===== src/rtl/bmw_pkg.sv =====
`timescale 1ns / 1ps
`default_nettype none

package bmw_pkg;

  // widths fixed by the register map and the beat formats
  localparam int unsigned PIX_W  = 8;
  localparam int unsigned MASK_W = 9;
  localparam int unsigned SIZE_W = 11;
  localparam int unsigned CFG_W  = 11;
  localparam int unsigned IDX_W  = 2;
  localparam int unsigned OUT_W  = 10;

  localparam logic [PIX_W-1:0]  FG_LEVEL     = 8'hFF;
  localparam logic [SIZE_W-1:0] WIDTH_RESET  = 11'd640;
  localparam logic [SIZE_W-1:0] HEIGHT_RESET = 11'd480;

  typedef enum logic [IDX_W-1:0] {
    CFG_MASK   = 2'd0,
    CFG_OP     = 2'd1,
    CFG_WIDTH  = 2'd2,
    CFG_HEIGHT = 2'd3
  } cfg_idx_e;

  typedef enum logic {
    OP_ERODE  = 1'b0,
    OP_DILATE = 1'b1
  } op_e;

  typedef struct packed {
    logic [MASK_W-1:0] mask;
    op_e               op;
  } morph_cfg_t;

  typedef struct packed {
    logic [PIX_W-1:0] pixel_value;
    logic             frame_start;
  } pixel_in_t;

  typedef struct packed {
    logic             foreground;
    logic [OUT_W-1:0] out_row;
    logic [OUT_W-1:0] out_col;
    logic             frame_done;
  } result_t;

endpackage

`default_nettype wire


===== src/rtl/bmw_line_store.sv =====
`timescale 1ns / 1ps
`default_nettype none

// One entry per column; bit u holds line u of the stored rows.
module bmw_line_store #(
  parameter int unsigned DEPTH = 1024,
  parameter int unsigned WIDTH = 2,
  parameter int unsigned AW    = 10
) (
  input  wire logic             clk_i,
  input  wire logic             rd_en_i,
  input  wire logic [AW-1:0]    rd_addr_i,
  output logic      [WIDTH-1:0] rd_data_o,
  input  wire logic             wr_en_i,
  input  wire logic [AW-1:0]    wr_addr_i,
  input  wire logic [WIDTH-1:0] wr_data_i
);

  logic [WIDTH-1:0] mem_q [DEPTH];
  logic [WIDTH-1:0] rd_data_q;

  always_ff @(posedge clk_i) begin
    if (wr_en_i) begin
      mem_q[wr_addr_i] <= wr_data_i;
    end
  end

  // hold read data until the next read
  always_ff @(posedge clk_i) begin
    if (rd_en_i) begin
      rd_data_q <= mem_q[rd_addr_i];
    end
  end

  assign rd_data_o = rd_data_q;

endmodule

`default_nettype wire


===== src/rtl/bmw_window.sv =====
`timescale 1ns / 1ps
`default_nettype none

// Shift window and the erosion / dilation decision on its next contents.
module bmw_window #(
  parameter int unsigned KSIZE = 3
) (
  input  wire logic                clk_i,
  input  wire logic                rst_ni,
  input  wire logic                advance_i,
  input  wire logic [KSIZE-1:0]    column_i,
  input  wire bmw_pkg::morph_cfg_t cfg_i,
  output logic                     fg_o
);

  localparam int unsigned KK = KSIZE * KSIZE;

  logic [KK-1:0] window_q;
  logic [KK-1:0] window_d;
  logic [KK-1:0] mask_full;

  // shift every row left, new column enters at the right
  always_comb begin
    for (int u = 0; u < KSIZE; u++) begin
      for (int v = 0; v < KSIZE - 1; v++) begin
        window_d[u*KSIZE+v] = window_q[u*KSIZE+v+1];
      end
      window_d[u*KSIZE+KSIZE-1] = column_i[u];
    end
  end

  assign mask_full = KK'(cfg_i.mask);

  always_comb begin
    unique case (cfg_i.op)
      bmw_pkg::OP_ERODE:  fg_o = &(window_d | ~mask_full);
      bmw_pkg::OP_DILATE: fg_o = |(window_d & mask_full);
      default:            fg_o = 1'b0;
    endcase
  end

  always_ff @(posedge clk_i or negedge rst_ni) begin
    if (!rst_ni) begin
      window_q <= '0;
    end else if (advance_i) begin
      window_q <= window_d;
    end
  end

endmodule

`default_nettype wire


===== src/rtl/binary_morphology_window.sv =====
`timescale 1ns / 1ps
`default_nettype none

// A pixel accepted at the input passes with its line store read into the window stage; the
//   window update then loads the output register, and a full, stalled output holds the stage.
// Throughput: one pixel per clock unless stalled; one line store read and write-back per beat.
// Reset clears counters, window, output valid and config (mask 0, erosion, 640 x 480).
// The line store is not cleared and takes no clearing pass; its rows fill as the frame runs.
module binary_morphology_window #(
  parameter int unsigned KSIZE      = 3,
  parameter int unsigned MAX_WIDTH  = 1024,
  parameter int unsigned MAX_HEIGHT = 1024
) (
  input  wire logic                        clk_i,
  input  wire logic                        rst_ni,
  // pixel input channel
  input  wire logic                        in_valid_i,
  output logic                             in_stall_o,
  input  wire bmw_pkg::pixel_in_t          in_i,
  // result channel
  output logic                             out_valid_o,
  input  wire logic                        out_stall_i,
  output bmw_pkg::result_t                 out_o,
  // configuration writes
  input  wire logic                        cfg_we_i,
  input  wire logic [bmw_pkg::IDX_W-1:0]   cfg_index_i,
  input  wire logic [bmw_pkg::CFG_W-1:0]   cfg_wdata_i
);

  localparam int unsigned HALF = KSIZE / 2;
  localparam int unsigned LW   = KSIZE - 1;            // stored rows
  localparam int unsigned CW   = $clog2(MAX_WIDTH);    // column counter / line store address
  localparam int unsigned RW   = $clog2(MAX_HEIGHT);   // row counter
  localparam int unsigned WW   = $clog2(MAX_WIDTH + 1);
  localparam int unsigned HW   = $clog2(MAX_HEIGHT + 1);

  // ---------------------------------------------------------------------------
  // Configuration registers
  // ---------------------------------------------------------------------------
  bmw_pkg::morph_cfg_t              cfg_q;
  logic [bmw_pkg::SIZE_W-1:0]       width_q;
  logic [bmw_pkg::SIZE_W-1:0]       height_q;

  always_ff @(posedge clk_i or negedge rst_ni) begin
    if (!rst_ni) begin
      cfg_q.mask <= '0;
      cfg_q.op   <= bmw_pkg::OP_ERODE;
      width_q    <= bmw_pkg::WIDTH_RESET;
      height_q   <= bmw_pkg::HEIGHT_RESET;
    end else if (cfg_we_i) begin
      unique case (bmw_pkg::cfg_idx_e'(cfg_index_i))
        bmw_pkg::CFG_MASK:   cfg_q.mask <= cfg_wdata_i[bmw_pkg::MASK_W-1:0];
        bmw_pkg::CFG_OP:     cfg_q.op   <= bmw_pkg::op_e'(cfg_wdata_i[0]);
        bmw_pkg::CFG_WIDTH:  width_q    <= cfg_wdata_i[bmw_pkg::SIZE_W-1:0];
        bmw_pkg::CFG_HEIGHT: height_q   <= cfg_wdata_i[bmw_pkg::SIZE_W-1:0];
        default: ;
      endcase
    end
  end

  // Clamp the frame size to [KSIZE, MAX]
  logic [WW-1:0] w_eff;
  logic [HW-1:0] h_eff;

  always_comb begin
    if (width_q < bmw_pkg::SIZE_W'(KSIZE)) begin
      w_eff = WW'(KSIZE);
    end else if (32'(width_q) > 32'(MAX_WIDTH)) begin
      w_eff = WW'(MAX_WIDTH);
    end else begin
      w_eff = WW'(width_q);
    end
    if (height_q < bmw_pkg::SIZE_W'(KSIZE)) begin
      h_eff = HW'(KSIZE);
    end else if (32'(height_q) > 32'(MAX_HEIGHT)) begin
      h_eff = HW'(MAX_HEIGHT);
    end else begin
      h_eff = HW'(height_q);
    end
  end

  // ---------------------------------------------------------------------------
  // Accept stage: raster counters and line store read
  // ---------------------------------------------------------------------------
  logic          in_acc;
  logic [RW-1:0] row_q, row_d, cur_row;
  logic [CW-1:0] col_q, col_d, cur_col;
  logic          col_last, row_last;

  assign in_acc = in_valid_i && !in_stall_o;

  // frame_start forces the beat to (0,0)
  assign cur_row  = in_i.frame_start ? '0 : row_q;
  assign cur_col  = in_i.frame_start ? '0 : col_q;
  assign col_last = (WW'(cur_col) + WW'(1)) >= w_eff;
  assign row_last = (HW'(cur_row) + HW'(1)) >= h_eff;

  always_comb begin
    row_d = row_q;
    col_d = col_q;
    if (in_acc) begin
      if (col_last) begin
        col_d = '0;
        row_d = row_last ? '0 : cur_row + RW'(1);
      end else begin
        col_d = cur_col + CW'(1);
        row_d = cur_row;
      end
    end
  end

  always_ff @(posedge clk_i or negedge rst_ni) begin
    if (!rst_ni) begin
      row_q <= '0;
      col_q <= '0;
    end else begin
      row_q <= row_d;
      col_q <= col_d;
    end
  end

  // ---------------------------------------------------------------------------
  // Window stage: line store data arrives, write back, decide
  // ---------------------------------------------------------------------------
  logic          s1_valid_q;
  logic [RW-1:0] s1_row_q;
  logic [CW-1:0] s1_col_q;
  logic          s1_pix_q;
  logic          s1_emit;
  logic          s1_done;
  logic          s1_adv;
  logic [LW-1:0] ls_rd_data;
  logic          fwd_q;
  logic [LW-1:0] fwd_data_q;
  logic [KSIZE-1:0] column;
  logic          win_fg;

  always_ff @(posedge clk_i or negedge rst_ni) begin
    if (!rst_ni) begin
      s1_valid_q <= 1'b0;
    end else if (in_acc) begin
      s1_valid_q <= 1'b1;
    end else if (s1_adv) begin
      s1_valid_q <= 1'b0;
    end
  end

  always_ff @(posedge clk_i) begin
    if (in_acc) begin
      s1_row_q <= cur_row;
      s1_col_q <= cur_col;
      s1_pix_q <= (in_i.pixel_value == bmw_pkg::FG_LEVEL);
    end
  end

  // A read of the column written back in the same cycle (frame_start right after
  // a column 0 beat) returns the old entry: take the written bits instead.
  always_ff @(posedge clk_i or negedge rst_ni) begin
    if (!rst_ni) begin
      fwd_q <= 1'b0;
    end else if (in_acc) begin
      fwd_q <= s1_adv && (cur_col == s1_col_q);
    end
  end

  always_ff @(posedge clk_i) begin
    if (in_acc) begin
      fwd_data_q <= column[KSIZE-1:1];
    end
  end

  // interior pixel whose window is complete
  assign s1_emit = (HW'(s1_row_q) < h_eff) && (WW'(s1_col_q) < w_eff) &&
                   (s1_row_q >= RW'(KSIZE - 1)) && (s1_col_q >= CW'(KSIZE - 1));
  assign s1_done = (HW'(s1_row_q) == h_eff - HW'(1)) && (WW'(s1_col_q) == w_eff - WW'(1));

  // advance unless a result must wait for a full, stalled output register
  assign s1_adv     = s1_valid_q && (!s1_emit || !out_valid_o || !out_stall_i);
  assign in_stall_o = s1_valid_q && !s1_adv;

  // newest row at the top of the column; stored rows move up by one line
  assign column = {s1_pix_q, (fwd_q ? fwd_data_q : ls_rd_data)};

  bmw_line_store #(
    .DEPTH (MAX_WIDTH),
    .WIDTH (LW),
    .AW    (CW)
  ) u_line_store (
    .clk_i     (clk_i),
    .rd_en_i   (in_acc),
    .rd_addr_i (cur_col),
    .rd_data_o (ls_rd_data),
    .wr_en_i   (s1_adv),
    .wr_addr_i (s1_col_q),
    .wr_data_i (column[KSIZE-1:1])
  );

  bmw_window #(
    .KSIZE (KSIZE)
  ) u_window (
    .clk_i     (clk_i),
    .rst_ni    (rst_ni),
    .advance_i (s1_adv),
    .column_i  (column),
    .cfg_i     (cfg_q),
    .fg_o      (win_fg)
  );

  // ---------------------------------------------------------------------------
  // Output register
  // ---------------------------------------------------------------------------
  logic             out_valid_q;
  bmw_pkg::result_t out_q;
  logic             out_load;

  assign out_load = s1_adv && s1_emit;

  always_ff @(posedge clk_i or negedge rst_ni) begin
    if (!rst_ni) begin
      out_valid_q <= 1'b0;
    end else if (out_load) begin
      out_valid_q <= 1'b1;
    end else if (!out_stall_i) begin
      out_valid_q <= 1'b0;
    end
  end

  always_ff @(posedge clk_i) begin
    if (out_load) begin
      out_q.foreground <= win_fg;
      out_q.out_row    <= bmw_pkg::OUT_W'(s1_row_q - RW'(HALF));
      out_q.out_col    <= bmw_pkg::OUT_W'(s1_col_q - CW'(HALF));
      out_q.frame_done <= s1_done;
    end
  end

  assign out_valid_o = out_valid_q;
  assign out_o       = out_q;

  // ---------------------------------------------------------------------------
  // Assertions
  // ---------------------------------------------------------------------------
  a_stall_needs_work: assert property (@(posedge clk_i) disable iff (!rst_ni)
    in_stall_o |-> s1_valid_q)
    else $error("input stalled with no pixel in the window stage");

  a_blocked_holds: assert property (@(posedge clk_i) disable iff (!rst_ni)
    (s1_valid_q && !s1_adv) |=> (s1_valid_q && $stable(s1_col_q) && $stable(s1_row_q)))
    else $error("blocked window stage lost its pixel");

  a_out_drains: assert property (@(posedge clk_i) disable iff (!rst_ni)
    (out_valid_q && !out_stall_i && !out_load) |=> !out_valid_q)
    else $error("result beat repeated after it was taken");

  a_col_bound: assert property (@(posedge clk_i) disable iff (!rst_ni)
    in_acc |=> (32'(col_q) < 32'(MAX_WIDTH)))
    else $error("column counter beyond line store depth");

endmodule

`default_nettype wire


===== config.mk =====
export PLATFORM = sky130hd
export DESIGN_NAME = binary_morphology_window
export DESIGN_NICKNAME = d
export VERILOG_FILES = /design/src/rtl/bmw_pkg.sv /design/src/rtl/bmw_line_store.sv /design/src/rtl/bmw_window.sv /design/src/rtl/binary_morphology_window.sv
export SDC_FILE = /design/constraint.sdc
export NUM_CORES = 2
export LEC_CHECK = 0
export ABC_AREA = 1
export BUFFER_PORTS_ARGS = -buffer_cell sky130_fd_sc_hd__clkbuf_2
export CORE_MARGIN = 2
export CORE_UTILIZATION = 30
export CTS_BUF_LIST = sky130_fd_sc_hd__clkbuf_16
export CTS_CLUSTER_DIAMETER = 30
export DETAILED_ROUTE_END_ITERATION = 8
export PLACE_DENSITY_LB_ADDON = 0.12
export REMOVE_ABC_BUFFERS = 1
export SYNTH_ARGS = -nofsm -noshare
export SYNTH_HDL_FRONTEND = slang
export SYNTH_SLANG_ARGS = --single-unit

===== constraint.sdc =====
create_clock -name clk_i -period 16.76 [get_ports clk_i]
set_clock_uncertainty 0.2 [all_clocks]
set_input_delay 0.838 -clock clk_i [delete_from_list [all_inputs] [get_ports clk_i]]
set_output_delay 0.838 -clock clk_i [all_outputs]
set_load 0.05 [all_outputs]

==> out/metrics.yaml <==
placed_design:
  place_congestion: 0.808
  dpl.hpwl_mm: 177
  io_buffers: 50
  postPlaceCellArea_um2: 102000
  place_ws_ps: 9420
logic_synthesis:
  synth_simple_gate_area_frac: 0.220
  synth_top_family_by_area: "simple AND/OR/NAND/NOR gates"
  postSynth.asyncResetShare: 0.0283
  synth-adder-area-share: 0.00678
  synth_compound_area_frac: 0.0370
  syn_area_per_cell_um2: 9.98
  synth_cell_types: 44
  ys_seq_area_frac: 0.658
  synth_top_area_cell: "edfxtp_1"
  synthMuxAreaShare: 0
  syn_area_um2: 97900
  synthTopCellsByArea: "edfxtp_1 (64%), nand2_1 (9.4%), nand3_1 (7.5%)"
  synthXorXnorAreaFrac: 0.00286
  synthCells: 9806
  ys.warnings.count: 0
  synth_edf_count: 2095
  ys_ff_latch: 2156
  synth.top_cell.area_share: 0.643
  ys.flop_type: "edfxtp_1"
worst_setup_path:
  r2r_start: "col_q[0]"
  cp_max_fo: 186
  crit_type: "reg -> reg"
  rrSetupSlack_ps: 9900
  critPathCapture: "u_line_store.rd_data_o[0]"
  required_ps: 17200
  worstPathArrival_ps: 7290
  startpoint_type: "flip-flop"
  critPathLaunch: "col_q[0]"
  critPathCaptureType: "flip-flop"
  r2r-end: "u_line_store.rd_data_o[0]"
  rr_worst_depth: 18
die:
  fp-row-count: 209
  boundaryPins: 51
  die_x_um: 575
  die_area_um2: 331000
  start_util: 0.302
  die_h_um: 575
  core_region_area_um2: 325000
detailed_routing:
  viasPerCell: 4.87
  drt-total-wl_mm: 335
  drt_iter0_markers: 5991
  vias: 71200
  ant_nets: 0
  post-route-drc-count: 0
  drt_pass1_iterations: 5
  routedWlPerCell_um: 22.9
global_routing:
  grt_overflow: 0
  grt_pass1_wl_mm: 486
  antenna_found_initial: 29
  grt_max_degree: 212
  grt_util_all_layers: 0.199
  grt_pass1_vias: 71800
clock_tree:
  clkTransAtPathRegs_ps: 50
  cts_buffers: 538
  htreeDepth: 6
  cts_tree: "built"
  postCtsSetupBuffers: 0
  cts-root-buf: "clkbuf_16"
  cts.path.max_buffers: 4
  insertion_delay_ps: 900
  cts.sinks: 2156
timing:
  hold-worst-slack_ps: 60.1
  period_share: 0.409
  period_needed_ps: 6860
  rsz0062_at_grt: "false"
  finalSetupViolCount: 0
  hold_viol: 0
  slew_viol_final: 0
  tightest_slew_ps: 1350
  slew-limit-headroom: 0.103
  fin_ws_ps: 9900
  clock.fmax_mhz: 146
min_path:
  min_from: "cfg_wdata_i[5]"
  hp-class: "in -> reg"
power_and_ir_drop:
  vdd_drop_max_mv: 0.0853
  power.leakage_nw: 46.5
  power_mw: 18.2
  power_density_nw_per_um2: 152
outcome:
  status: "finished, final reports clean"
layout:
  drive_above_1_share: 0.102
  fill_cells: 32400
  nets: 9965
  final_design_area_no_fill_um2: 120000
  post-route-util: 0.368
  area_growth_syn_to_layout_pct: 22.2
run:
  drv_cap: 0
state kept, by name, summed over array words and instances (netlist names):
name and cells:
row_q 10, out_o 22, s1_row_q 10, s1_col_q 10, u_line_store.rd_data_o 2, fwd_data_q 2
height_q 11, cfg_q 10, col_q 10, u_window.window_q 6, s1_pix_q 1, width_q 11
fwd_q 1, out_valid_o 1, u_line_store.mem_q 2048, s1_valid_q 1
placed cells by master, fill, tap and decap left out, types with 51 or more instances in the layout:
master        n
clkinv_2     86
bufinv_16    51
edfxtp_1   2095
nand3_1    1463
o211ai_1    339
inv_1      1248
buf_4       147
nand2_1    2434
ha_1         53
clkbuf_16   553
nor2_1     1188
dfrtp_1      53
o21ai_0     139
clkinv_1    105
report_power, final:
| group | internal [mW] | total [mW] | switching, mW |
|---|---|---|---|
| Combinational | 0.519 | 2.17 | 1.65 |
| Sequential | 6.15 | 6.20 | 0.0447 |
| Clock | 6.68 | 9.79 | 3.11 |
| Total | 13.4 | 18.2 | 4.80 |
synth_stat cells (3+ instances only):
cell	n
buf_4	9
o211ai_1	339
a221oi_1	5
xnor2_1	4
o21ai_0	139
nor4_1	4
nand3_1	1465
nand2_1	2441
edfxtp_1	2095
nand4_1	22
inv_2	6
dfrtp_1	55
clkinv_1	3
nor3_1	7
xor2_1	28
buf_1	74
dfstp_2	6
buf_2	250
a21oi_1	39
nor2_2	3
nor3_2	3
clkbuf_1	338
nor2_1	1193
ha_1	53
nand3_2	28
o22ai_1	5
or2_2	7
inv_1	1165
routing by layer:
| layer | wire [µm] | global-route usage | vias to the layer above | share of wire |
|---|---|---|---|---|
| met1 | 151000 | 0.270 | 35600 | 0.45 |
| met4 | 7600 | 0.0530 | 0 | 0.023 |
| li1 | - | - | 33100 | - |
| met5 | 0 | 0 | - | 0 |
| met2 | 159000 | 0.333 | 2087 | 0.47 |
| met3 | 18200 | 0.0272 | 509 | 0.054 |
kinds of logic (layout without fill, tap and decap cells):
group / Yosys count / after routing
AND/OR/NAND/NOR: 5177 / 5177
adder cells (fa/ha/maj): 53 / 53
flip-flops: 2156 / 2156
AO/OA/AOI/OAI: 542 / 542
other: 0 / 6
XOR/XNOR: 32 / 32
buffers and inverters: 1846 / 2338
final cells by class:
type,count,area (µm²),share of cell area
Inverter,1174,4430,0.0370
Clock inverter,400,3400,0.0284
Clock buffer,553,13800,0.116
Tap cell,4325,5410,0.0453
Multi-Input combinational cell,5804,26500,0.221
Timing Repair Buffer,211,1580,0.0132
Sequential cell,2156,64400,0.539
Antenna cell,6,15.0,0.000126
repair_timing:
item | in CTS | in global routing
hold buffers | 5 | 0
gates resized for setup | 0 | 0
endpoints found under the hold margin | 58 | 0
per-stage QoR:
step,instances,TNS [ps]
finish,14600,0
global route,14600,0
CTS,14600,0
detailed placement,13700,0
global placement,13700,0
floorplan,9134,-172320
critical path: stages (launching register included):
cell and delay (ps):
dfrtp_2 610, buf_4 450, inv_2 360, nor2_4 220, buf_4 550, buf_4 680
buf_12 710, buf_4 730, nand2_1 120, nand3_1 140, nand3_1 110, nand3_1 140
nand3_1 180, nand3_1 380, nand3_1 190, nand3_1 250, nand3_1 110, nand3_1 90
nand2_1 60
how the worst min path moves through the flow:
| stage | end | cells after the start | slack, ps |
|---|---|---|---|
| finish | height_q[5] | 3 | 60 |
| global placement | row_q[4] | 2 | 270 |
| CTS | height_q[5] | 3 | 10 |
| floorplan | row_q[4] | 2 | 250 |
| detailed placement | row_q[4] | 2 | 270 |
| global route | height_q[5] | 3 | 30 |
(Power assumes the default switching activity.)
